`config.mk`:
```
export PLATFORM = sky130hd
export DESIGN_NAME = battery_level_low_detector_core
export DESIGN_NICKNAME = d
export VERILOG_FILES = /design/src/bllow_pkg.sv /design/src/bllow_div.sv /design/src/battery_level_low_detector_core.sv
export SDC_FILE = /design/constraint.sdc
export NUM_CORES = 1
export LEC_CHECK = 0
export BUFFER_PORTS_ARGS = -buffer_cell sky130_fd_sc_hd__buf_2
export CORE_MARGIN = 2
export CORE_UTILIZATION = 40
export CTS_CLUSTER_SIZE = 28
export DETAILED_ROUTE_END_ITERATION = 12
export PLACE_DENSITY_LB_ADDON = 0.08
export RECOVER_POWER = 100
export SLEW_MARGIN = 15
export SYNTH_ARGS = -nofsm -noshare
export SYNTH_HDL_FRONTEND = slang
export SYNTH_SLANG_ARGS = --single-unit
```
`constraint.sdc`:
```
create_clock -name clk_i -period 16.4 [get_ports clk_i]
set_input_delay 0.82 -clock clk_i [delete_from_list [all_inputs] [get_ports clk_i]]
set_output_delay 0.82 -clock clk_i [all_outputs]
set_load 0.02 [all_outputs]
```
`src/bllow_pkg.sv`:
```
// Shared types, widths and reset constants for the battery level low detector.
package bllow_pkg;

  localparam int unsigned SampleW = 16;
  localparam int unsigned PctW    = 7;
  localparam int unsigned CfgIdxW = 3;
  localparam int unsigned DvdW    = SampleW + PctW;
  localparam int unsigned QuoW    = PctW;
  localparam int unsigned CntW    = $clog2(QuoW + 1);

  localparam logic [SampleW-1:0] FullLevelRst    = 16'd4100;
  localparam logic [SampleW-1:0] EmptyIdleRst    = 16'd3200;
  localparam logic [SampleW-1:0] EmptyRunningRst = 16'd2900;
  localparam logic [PctW-1:0]    EnterIdleRst    = 7'd50;
  localparam logic [PctW-1:0]    EnterRunningRst = 7'd42;
  localparam logic [PctW-1:0]    ClearIdleRst    = 7'd60;
  localparam logic [PctW-1:0]    PctFull         = 7'd100;
  localparam logic [PctW-1:0]    PctEmpty        = 7'd0;

  typedef enum logic [CfgIdxW-1:0] {
    CFG_FULL_LEVEL        = 3'd0,
    CFG_EMPTY_IDLE        = 3'd1,
    CFG_EMPTY_RUNNING     = 3'd2,
    CFG_ENTER_IDLE        = 3'd3,
    CFG_ENTER_RUNNING     = 3'd4,
    CFG_CLEAR_IDLE        = 3'd5
  } cfg_idx_e;

  typedef enum logic [2:0] {
    ST_IDLE,
    ST_PREP_IDLE,
    ST_DIV_IDLE,
    ST_PREP_RUN,
    ST_DIV_RUN,
    ST_FINISH
  } state_e;

  typedef struct packed {
    logic               start;
    logic [DvdW-1:0]    dividend;
    logic [SampleW-1:0] divisor;
  } div_req_t;

  typedef struct packed {
    logic            busy;
    logic            done;
    logic [QuoW-1:0] quotient;
  } div_rsp_t;

endpackage

```
`src/bllow_div.sv`:
```
// Restoring divider, one quotient bit per cycle, for quotients below 2^QuoW.
module bllow_div (
  input  logic                clk_i,
  input  logic                rst_ni,
  input  bllow_pkg::div_req_t req_i,
  output bllow_pkg::div_rsp_t rsp_o
);

  logic                                busy_q, busy_d;
  logic                                done_q, done_d;
  logic [bllow_pkg::CntW-1:0]          cnt_q, cnt_d;
  logic [bllow_pkg::SampleW-1:0]       rem_q, rem_d;
  logic [bllow_pkg::QuoW-1:0]          dvd_q, dvd_d;
  logic [bllow_pkg::QuoW-1:0]          quo_q, quo_d;
  logic [bllow_pkg::SampleW-1:0]       dsr_q, dsr_d;
  logic [bllow_pkg::SampleW:0]         trial;
  logic [bllow_pkg::SampleW:0]         diff;
  logic                                fits;

  // remainder stays below the divisor, so the trial value needs one extra bit
  assign trial = {rem_q, dvd_q[bllow_pkg::QuoW-1]};
  assign fits  = trial >= {1'b0, dsr_q};
  assign diff  = trial - {1'b0, dsr_q};

  always_comb begin
    busy_d = busy_q;
    done_d = 1'b0;
    cnt_d  = cnt_q;
    rem_d  = rem_q;
    dvd_d  = dvd_q;
    quo_d  = quo_q;
    dsr_d  = dsr_q;
    if (req_i.start) begin
      busy_d = 1'b1;
      cnt_d  = bllow_pkg::CntW'(bllow_pkg::QuoW);
      rem_d  = req_i.dividend[bllow_pkg::DvdW-1:bllow_pkg::QuoW];
      dvd_d  = req_i.dividend[bllow_pkg::QuoW-1:0];
      dsr_d  = req_i.divisor;
    end else if (busy_q) begin
      rem_d = fits ? diff[bllow_pkg::SampleW-1:0] : trial[bllow_pkg::SampleW-1:0];
      dvd_d = {dvd_q[bllow_pkg::QuoW-2:0], 1'b0};
      quo_d = {quo_q[bllow_pkg::QuoW-2:0], fits};
      cnt_d = cnt_q - 1'b1;
      if (cnt_q == bllow_pkg::CntW'(1)) begin
        busy_d = 1'b0;
        done_d = 1'b1;
      end
    end
  end

  always_ff @(posedge clk_i or negedge rst_ni) begin
    if (!rst_ni) begin
      busy_q <= 1'b0;
      done_q <= 1'b0;
      cnt_q  <= '0;
    end else begin
      busy_q <= busy_d;
      done_q <= done_d;
      cnt_q  <= cnt_d;
    end
  end

  always_ff @(posedge clk_i) begin
    rem_q <= rem_d;
    dvd_q <= dvd_d;
    quo_q <= quo_d;
    dsr_q <= dsr_d;
  end

  assign rsp_o = '{busy: busy_q, done: done_q, quotient: quo_q};

endmodule

```
`src/battery_level_low_detector_core.sv`:
```
// Battery level low detector: sequencer, config registers and result register.
//
// Input channel: sample_i and motor_running_i transfer when in_valid_i is high
// and in_stall_o is low. The block takes one sample at a time and holds
// in_stall_o high from the accepting edge until the result is in the output
// register. Output channel: out_valid_o with battery_low_o, level_percent_o,
// rest_average_o and rest_average_valid_o transfers when out_stall_i is low.
// Each sample is mapped to percent over the idle window and, only when the
// motor runs and the flag is clear, over the running window. Each window
// mapping either clamps or runs a shared 7-step restoring divider. An
// accepted sample passes the idle-window step, the running-window step when
// it is needed, and a final step that loads the output register; in_stall_o
// falls in the same cycle that the new result appears in the output register.
// A stalled result holds in the output register while the next sample is
// already accepted and worked on; that sample waits in its final step until
// the register is free. Reset clears the flag and the rest average, restores
// the default thresholds and levels, and leaves the output register empty.
// Write configuration only while no sample is in flight.
module battery_level_low_detector_core (
  input  logic                                clk_i,
  input  logic                                rst_ni,
  // input channel
  input  logic                                in_valid_i,
  output logic                                in_stall_o,
  input  logic [bllow_pkg::SampleW-1:0]       sample_i,
  input  logic                                motor_running_i,
  // output channel
  output logic                                out_valid_o,
  input  logic                                out_stall_i,
  output logic                                battery_low_o,
  output logic [bllow_pkg::PctW-1:0]          level_percent_o,
  output logic [bllow_pkg::SampleW-1:0]       rest_average_o,
  output logic                                rest_average_valid_o,
  // configuration write port
  input  logic                                cfg_we_i,
  input  logic [bllow_pkg::CfgIdxW-1:0]       cfg_index_i,
  input  logic [bllow_pkg::SampleW-1:0]       cfg_data_i
);

  // configuration registers
  logic [bllow_pkg::SampleW-1:0] full_q, full_d;
  logic [bllow_pkg::SampleW-1:0] empty_idle_q, empty_idle_d;
  logic [bllow_pkg::SampleW-1:0] empty_run_q, empty_run_d;
  logic [bllow_pkg::PctW-1:0]    enter_idle_q, enter_idle_d;
  logic [bllow_pkg::PctW-1:0]    enter_run_q, enter_run_d;
  logic [bllow_pkg::PctW-1:0]    clear_idle_q, clear_idle_d;

  // sequencer and detector state
  bllow_pkg::state_e             state_q, state_d;
  logic                          low_flag_q, low_flag_d;
  logic                          rest_seen_q, rest_seen_d;
  logic [bllow_pkg::SampleW-1:0] rest_avg_q, rest_avg_d;

  // captured sample and per-window results
  logic [bllow_pkg::SampleW-1:0] sample_q, sample_d;
  logic                          running_q, running_d;
  logic [bllow_pkg::PctW-1:0]    pct_idle_q, pct_idle_d;
  logic [bllow_pkg::PctW-1:0]    pct_run_q, pct_run_d;

  // output register
  logic                          out_valid_q, out_valid_d;
  logic                          out_low_q, out_low_d;
  logic [bllow_pkg::PctW-1:0]    out_pct_q, out_pct_d;
  logic [bllow_pkg::SampleW-1:0] out_avg_q, out_avg_d;
  logic                          out_seen_q, out_seen_d;

  // shared window datapath
  logic                          run_phase;
  logic [bllow_pkg::SampleW-1:0] empty_sel;
  logic [bllow_pkg::SampleW-1:0] span;
  logic [bllow_pkg::SampleW-1:0] diff;
  logic [bllow_pkg::DvdW-1:0]    diff_ext;
  logic [bllow_pkg::DvdW-1:0]    scaled;
  logic                          div_start;
  logic                          at_empty;
  logic                          at_full;
  logic                          clamped;
  logic [bllow_pkg::PctW-1:0]    clamp_pct;
  logic                          need_run;
  logic                          out_free;
  logic                          accept;
  logic [bllow_pkg::SampleW+1:0] avg_sum;
  logic                          flag_next;
  logic [bllow_pkg::PctW-1:0]    mode_pct;
  logic [bllow_pkg::PctW-1:0]    mode_enter;

  bllow_pkg::div_req_t           div_req;
  bllow_pkg::div_rsp_t           div_rsp;

  bllow_div u_div (
    .clk_i  (clk_i),
    .rst_ni (rst_ni),
    .req_i  (div_req),
    .rsp_o  (div_rsp)
  );

  assign accept   = in_valid_i && !in_stall_o;
  assign out_free = !out_valid_q || !out_stall_i;
  assign need_run = running_q && !low_flag_q;

  // Pick the window for the current phase; two subtracts, two compares and a
  // constant multiply by one hundred feed the divider.
  assign run_phase = (state_q == bllow_pkg::ST_PREP_RUN);
  assign empty_sel = run_phase ? empty_run_q : empty_idle_q;
  assign at_empty  = sample_q <= empty_sel;
  assign at_full   = sample_q >= full_q;
  assign clamped   = at_empty || at_full;
  assign clamp_pct = at_empty ? bllow_pkg::PctEmpty : bllow_pkg::PctFull;
  assign span      = full_q - empty_sel;
  assign diff      = sample_q - empty_sel;
  assign diff_ext  = {{bllow_pkg::PctW{1'b0}}, diff};

  // diff * 100 as shifts and adds: 64 + 32 + 4
  assign scaled  = (diff_ext << 6) + (diff_ext << 5) + (diff_ext << 2);
  assign div_req = '{start: div_start, dividend: scaled, divisor: span};

  // rest average update: (3 * avg + sample) / 4, kept in 18 bits
  assign avg_sum = {1'b0, rest_avg_q, 1'b0} + {2'b00, rest_avg_q} + {2'b00, sample_q};

  // hysteresis: a set flag only clears on idle; a clear flag checks its mode
  assign mode_pct   = running_q ? pct_run_q : pct_idle_q;
  assign mode_enter = running_q ? enter_run_q : enter_idle_q;
  always_comb begin
    if (low_flag_q) begin
      flag_next = !(!running_q && (pct_idle_q >= clear_idle_q));
    end else begin
      flag_next = mode_pct <= mode_enter;
    end
  end

  // next state
  always_comb begin
    state_d = state_q;
    unique case (state_q)
      bllow_pkg::ST_IDLE: begin
        if (in_valid_i) state_d = bllow_pkg::ST_PREP_IDLE;
      end
      bllow_pkg::ST_PREP_IDLE: begin
        if (!clamped) begin
          state_d = bllow_pkg::ST_DIV_IDLE;
        end else if (need_run) begin
          state_d = bllow_pkg::ST_PREP_RUN;
        end else begin
          state_d = bllow_pkg::ST_FINISH;
        end
      end
      bllow_pkg::ST_DIV_IDLE: begin
        if (div_rsp.done) begin
          state_d = need_run ? bllow_pkg::ST_PREP_RUN : bllow_pkg::ST_FINISH;
        end
      end
      bllow_pkg::ST_PREP_RUN: begin
        state_d = clamped ? bllow_pkg::ST_FINISH : bllow_pkg::ST_DIV_RUN;
      end
      bllow_pkg::ST_DIV_RUN: begin
        if (div_rsp.done) state_d = bllow_pkg::ST_FINISH;
      end
      bllow_pkg::ST_FINISH: begin
        if (out_free) state_d = bllow_pkg::ST_IDLE;
      end
      default: state_d = bllow_pkg::ST_IDLE;
    endcase
  end

  // sequencer outputs and datapath updates
  always_comb begin
    in_stall_o    = 1'b1;
    div_start     = 1'b0;
    sample_d      = sample_q;
    running_d     = running_q;
    pct_idle_d    = pct_idle_q;
    pct_run_d     = pct_run_q;
    low_flag_d    = low_flag_q;
    rest_seen_d   = rest_seen_q;
    rest_avg_d    = rest_avg_q;
    out_valid_d   = out_valid_q && out_stall_i;
    out_low_d     = out_low_q;
    out_pct_d     = out_pct_q;
    out_avg_d     = out_avg_q;
    out_seen_d    = out_seen_q;
    unique case (state_q)
      bllow_pkg::ST_IDLE: begin
        in_stall_o = 1'b0;
        if (in_valid_i) begin
          sample_d  = sample_i;
          running_d = motor_running_i;
        end
      end
      bllow_pkg::ST_PREP_IDLE: begin
        if (clamped) begin
          pct_idle_d = clamp_pct;
        end else begin
          div_start = 1'b1;
        end
      end
      bllow_pkg::ST_DIV_IDLE: begin
        if (div_rsp.done) pct_idle_d = div_rsp.quotient;
      end
      bllow_pkg::ST_PREP_RUN: begin
        if (clamped) begin
          pct_run_d = clamp_pct;
        end else begin
          div_start = 1'b1;
        end
      end
      bllow_pkg::ST_DIV_RUN: begin
        if (div_rsp.done) pct_run_d = div_rsp.quotient;
      end
      bllow_pkg::ST_FINISH: begin
        // commit state and load the result only once the output register is free
        if (out_free) begin
          low_flag_d = flag_next;
          if (!running_q) begin
            rest_seen_d = 1'b1;
            rest_avg_d  = rest_seen_q ? avg_sum[bllow_pkg::SampleW+1:2] : sample_q;
          end
          out_valid_d = 1'b1;
          out_low_d   = flag_next;
          out_pct_d   = pct_idle_q;
          out_avg_d   = running_q ? rest_avg_q
                      : (rest_seen_q ? avg_sum[bllow_pkg::SampleW+1:2] : sample_q);
          out_seen_d  = rest_seen_q || !running_q;
        end
      end
      default: in_stall_o = 1'b1;
    endcase
  end

  // configuration writes; indexes past the list drop
  always_comb begin
    full_d       = full_q;
    empty_idle_d = empty_idle_q;
    empty_run_d  = empty_run_q;
    enter_idle_d = enter_idle_q;
    enter_run_d  = enter_run_q;
    clear_idle_d = clear_idle_q;
    if (cfg_we_i) begin
      unique case (cfg_index_i)
        bllow_pkg::CFG_FULL_LEVEL:    full_d       = cfg_data_i;
        bllow_pkg::CFG_EMPTY_IDLE:    empty_idle_d = cfg_data_i;
        bllow_pkg::CFG_EMPTY_RUNNING: empty_run_d  = cfg_data_i;
        bllow_pkg::CFG_ENTER_IDLE:    enter_idle_d = cfg_data_i[bllow_pkg::PctW-1:0];
        bllow_pkg::CFG_ENTER_RUNNING: enter_run_d  = cfg_data_i[bllow_pkg::PctW-1:0];
        bllow_pkg::CFG_CLEAR_IDLE:    clear_idle_d = cfg_data_i[bllow_pkg::PctW-1:0];
        default:                      full_d       = full_q;
      endcase
    end
  end

  always_ff @(posedge clk_i or negedge rst_ni) begin
    if (!rst_ni) begin
      state_q      <= bllow_pkg::ST_IDLE;
      low_flag_q   <= 1'b0;
      rest_seen_q  <= 1'b0;
      rest_avg_q   <= '0;
      out_valid_q  <= 1'b0;
      full_q       <= bllow_pkg::FullLevelRst;
      empty_idle_q <= bllow_pkg::EmptyIdleRst;
      empty_run_q  <= bllow_pkg::EmptyRunningRst;
      enter_idle_q <= bllow_pkg::EnterIdleRst;
      enter_run_q  <= bllow_pkg::EnterRunningRst;
      clear_idle_q <= bllow_pkg::ClearIdleRst;
    end else begin
      state_q      <= state_d;
      low_flag_q   <= low_flag_d;
      rest_seen_q  <= rest_seen_d;
      rest_avg_q   <= rest_avg_d;
      out_valid_q  <= out_valid_d;
      full_q       <= full_d;
      empty_idle_q <= empty_idle_d;
      empty_run_q  <= empty_run_d;
      enter_idle_q <= enter_idle_d;
      enter_run_q  <= enter_run_d;
      clear_idle_q <= clear_idle_d;
    end
  end

  // payload registers
  always_ff @(posedge clk_i) begin
    sample_q   <= sample_d;
    running_q  <= running_d;
    pct_idle_q <= pct_idle_d;
    pct_run_q  <= pct_run_d;
    out_low_q  <= out_low_d;
    out_pct_q  <= out_pct_d;
    out_avg_q  <= out_avg_d;
    out_seen_q <= out_seen_d;
  end

  assign out_valid_o          = out_valid_q;
  assign battery_low_o        = out_low_q;
  assign level_percent_o      = out_pct_q;
  assign rest_average_o       = out_avg_q;
  assign rest_average_valid_o = out_seen_q;

  // the divider is only started when it is free
  a_div_start_free: assert property (@(posedge clk_i) disable iff (!rst_ni)
    div_req.start |-> !div_rsp.busy)
    else $error("divider started while busy");

  // a transfer on the input always enters the idle-window step
  a_accept_enters: assert property (@(posedge clk_i) disable iff (!rst_ni)
    accept |=> state_q == bllow_pkg::ST_PREP_IDLE)
    else $error("accepted sample did not start");

  // the reported percent never exceeds one hundred
  a_pct_range: assert property (@(posedge clk_i) disable iff (!rst_ni)
    out_valid_o |-> level_percent_o <= bllow_pkg::PctFull)
    else $error("level percent out of range");

  // once seeded, the rest average stays seeded
  a_seen_sticky: assert property (@(posedge clk_i) disable iff (!rst_ni)
    rest_seen_q |=> rest_seen_q)
    else $error("rest average lost its seed");

endmodule
```
==> results.cfg <==
[sta]
min_period_ns = 8.59
worst_pin_slew_ns = 3.48
rsz0062_at_grt = false
fin_crit_sh_pct = 52.3
slew_headroom_pct = -132
skew_ns = 0.0171
max_freq_ghz = 0.116
drv_slew = 221
setup_tns_ns = 0
hold_viol = 0
setup_viol = 0

[yosys]
synthMuxAreaShare_pct = 10.6
synth_cell_type_count = 87
async_flop_share_pct = 49.0
synthAdderAreaFrac_pct = 14.2
synth_ff_type = edfxtp_1
synth_top_area_share_pct = 22.7
synthTopCellsByCount = nand2_1, ha_1, edfxtp_1, mux2_2, inv_1
ys_seq_area_share_pct = 41.0
synth_compound_area_share_pct = 13.7
synth_simple_gate_area_share_pct = 11.5
yosys.area.top_type = edfxtp_1
synth_seq_cells = 196
synthCells = 1243
synth_edf_count = 100
synth.net_count = 1416
synthXorXnorAreaFrac_pct = 5.35
syn_avg_cell_area_um2 = 10.7
synth_most_common_cell = nand2_1
yosys-top-cells-area = edfxtp_1, dfrtp_1, ha_1
synth_top_family_by_area = adder cells
synth_warnings = 0
syn-cell-area_mm2 = 0.0133

[floorplanning]
io_pins = 68
coreArea_mm2 = 0.0326
die_h_um = 186
die_area_mm2 = 0.0346
fp.dieW_um = 186
start_util_pct = 40.6
row_count = 66

[setup_path]
cp.required_ns = 16.44
arrival_ns = 8.63
critPathLaunchType = flop
endpoint_kind = flop
cp_max_fo = 48
critical_path_class = reg2reg

[detailed_routing]
viasPerCell = 5.22
drc_errors = 0
routed_wl_um = 30900
final_antenna_net_count = 0
wire_per_inst_um = 17.6
drtIter0Drc = 498
num_vias = 9157
dr.pass1.iters = 5

[worst_hold_path]
hp-class = reg2reg

[placed_design]
dpl.hpwl_um = 23700
place.gp.congestion = 0.791
io_buffers = 67

[global_route]
grt_pass1_wl_um = 49700
grt_max_degree = 67
grt_pass1_vias = 9101
grt_usage_pct = 18.8
grt_antenna_before_repair = 0
grt_overflow = 0

[layout]
nets = 1473
ff_latch_area_mm2 = 0.00543
layout-drive-gt1-share_pct = 15.2
fill_cells = 3169
multi_input_area_mm2 = 0.00728
syn_to_final_growth_pct = 9.90
insertedDiodeCount = 0

[clock_tree]
clk_path_buf_depth = 2
cts_hold_buf = 0
ctsRootBufferMaster = clkbuf_16
insertion_delay_ns = 0.46
clk_pin_slew_worst_paths_ns = 0.09
cts_tree = done
cts_sinks = 196
cts_buffers = 17
cts_resized = 0
htreeDepth = 4
cts_setup_buffers = 0

[outcome]
outcome = complete, but fails checks
violations = capacitance limit, slew limit

[flow_run]
cap_viol_max_count = 6
cell type report:
type	instances	share of cell area [%]
tap	442	3.80
sequential	196	37.3
multi-input combinational	923	50.0
clock buffer	17	2.92
timing repair buffer	76	2.34
inverter	86	2.23
clock inverter	15	1.43
metrics by stage:
stage	hold WS (ns)	utilization (%)	instances	cell area, um2	setup WS [ns]
2_1_floorplan	0.433	-	1243	13300	10.80
5_1_grt	0.510	44.6	1755	14600	7.05
6_report	0.494	44.6	1755	14600	7.81
3_3_place_gp	0.470	43.1	1722	14100	9.86
4_1_cts	0.327	45.1	1754	14700	9.76
3_5_place_dp	0.465	43.1	1722	14100	9.80
placed cells by master (no fill, tap or decap), types with 6 or more instances in the layout:
master and instances:
o21ai_0 73, fa_1 22, nor3_1 13, mux2i_1 32
inv_1 85, nand2b_1 12, dfrtp_1 75, dfstp_2 21
a31oi_1 10, mux2_2 85, o21a_1 19, xnor2_1 61
nand2_1 123, a21o_1 32, clkinv_8 6, buf_2 38
or3_1 6, xor2_1 20, o21bai_1 11, maj3_1 6
a21oi_1 49, clkbuf_16 17, a211oi_1 16, and3_1 17
o211ai_1 7, nor2_1 65, clkbuf_1 36, ha_1 110
edfxtp_1 100, nor4_1 8, nand3_1 13, nand4_1 6
nor2b_1 15
layer usage:
| layer | GRT usage, % | part of all wire, % | vias to the layer above | wire (um) |
|---|---|---|---|---|
| met5 | 0 | 0 | - | 0 |
| met4 | 6.61 | 2.7 | 0 | 821 |
| met3 | 2.45 | 1.8 | 27 | 554 |
| met2 | 30.0 | 46 | 87 | 14200 |
| met1 | 26.3 | 50 | 4442 | 15400 |
| li1 | - | - | 4601 | - |
state kept, by name (all words and copies together), names as in the netlist, 16 cells and up:
register	flops
u_div.rem_q	16
sample_q	16
full_q	16
empty_idle_q	16
rest_average_o	16
empty_run_q	16
rest_avg_q	16
u_div.dsr_q	16
kinds of logic (layout without fill, tap and decap cells):
| family | Yosys count | after routing |
|---|---|---|
| buffers and inverters | 124 | 194 |
| flip-flops | 196 | 196 |
| XOR/XNOR | 81 | 81 |
| AND/OR/NAND/NOR | 309 | 309 |
| AO/OA/AOI/OAI | 269 | 269 |
| multiplexers | 126 | 126 |
| adder cells (fa/ha/maj) | 138 | 138 |
critical path, cell delays in order, from the launching register on:
cell,delay (ns)
dfrtp_1,0.66
nand3b_1,0.90
mux2i_1,1.05
a2111oi_0,0.25
a211oi_1,0.56
a211oi_1,0.29
o221a_1,0.29
a21oi_1,0.51
o211a_1,0.39
nand2_1,0.46
clkinvlp_2,1.33
or2_0,1.40
final timing paths:
path	startpoint	end	slack, ns	cells past startpoint
worst min register to register	u_div.quo_q[3]	u_div.quo_q[4]	0.49	0
worst max-delay path	state_q[1]	u_div.rem_q[4]	7.81	11
min in group asynchronous	rst_ni	low_flag_q	0.97	1
max in group asynchronous	rst_ni	full_q[13]	11.27	2
worst max register to register	state_q[1]	u_div.rem_q[4]	7.81	11
worst min-delay path	u_div.quo_q[3]	u_div.quo_q[4]	0.49	0
Power is left out: the tool's default activity adds up to more than one toggle a clock period on the data nets, which glitch-free logic cannot reach.
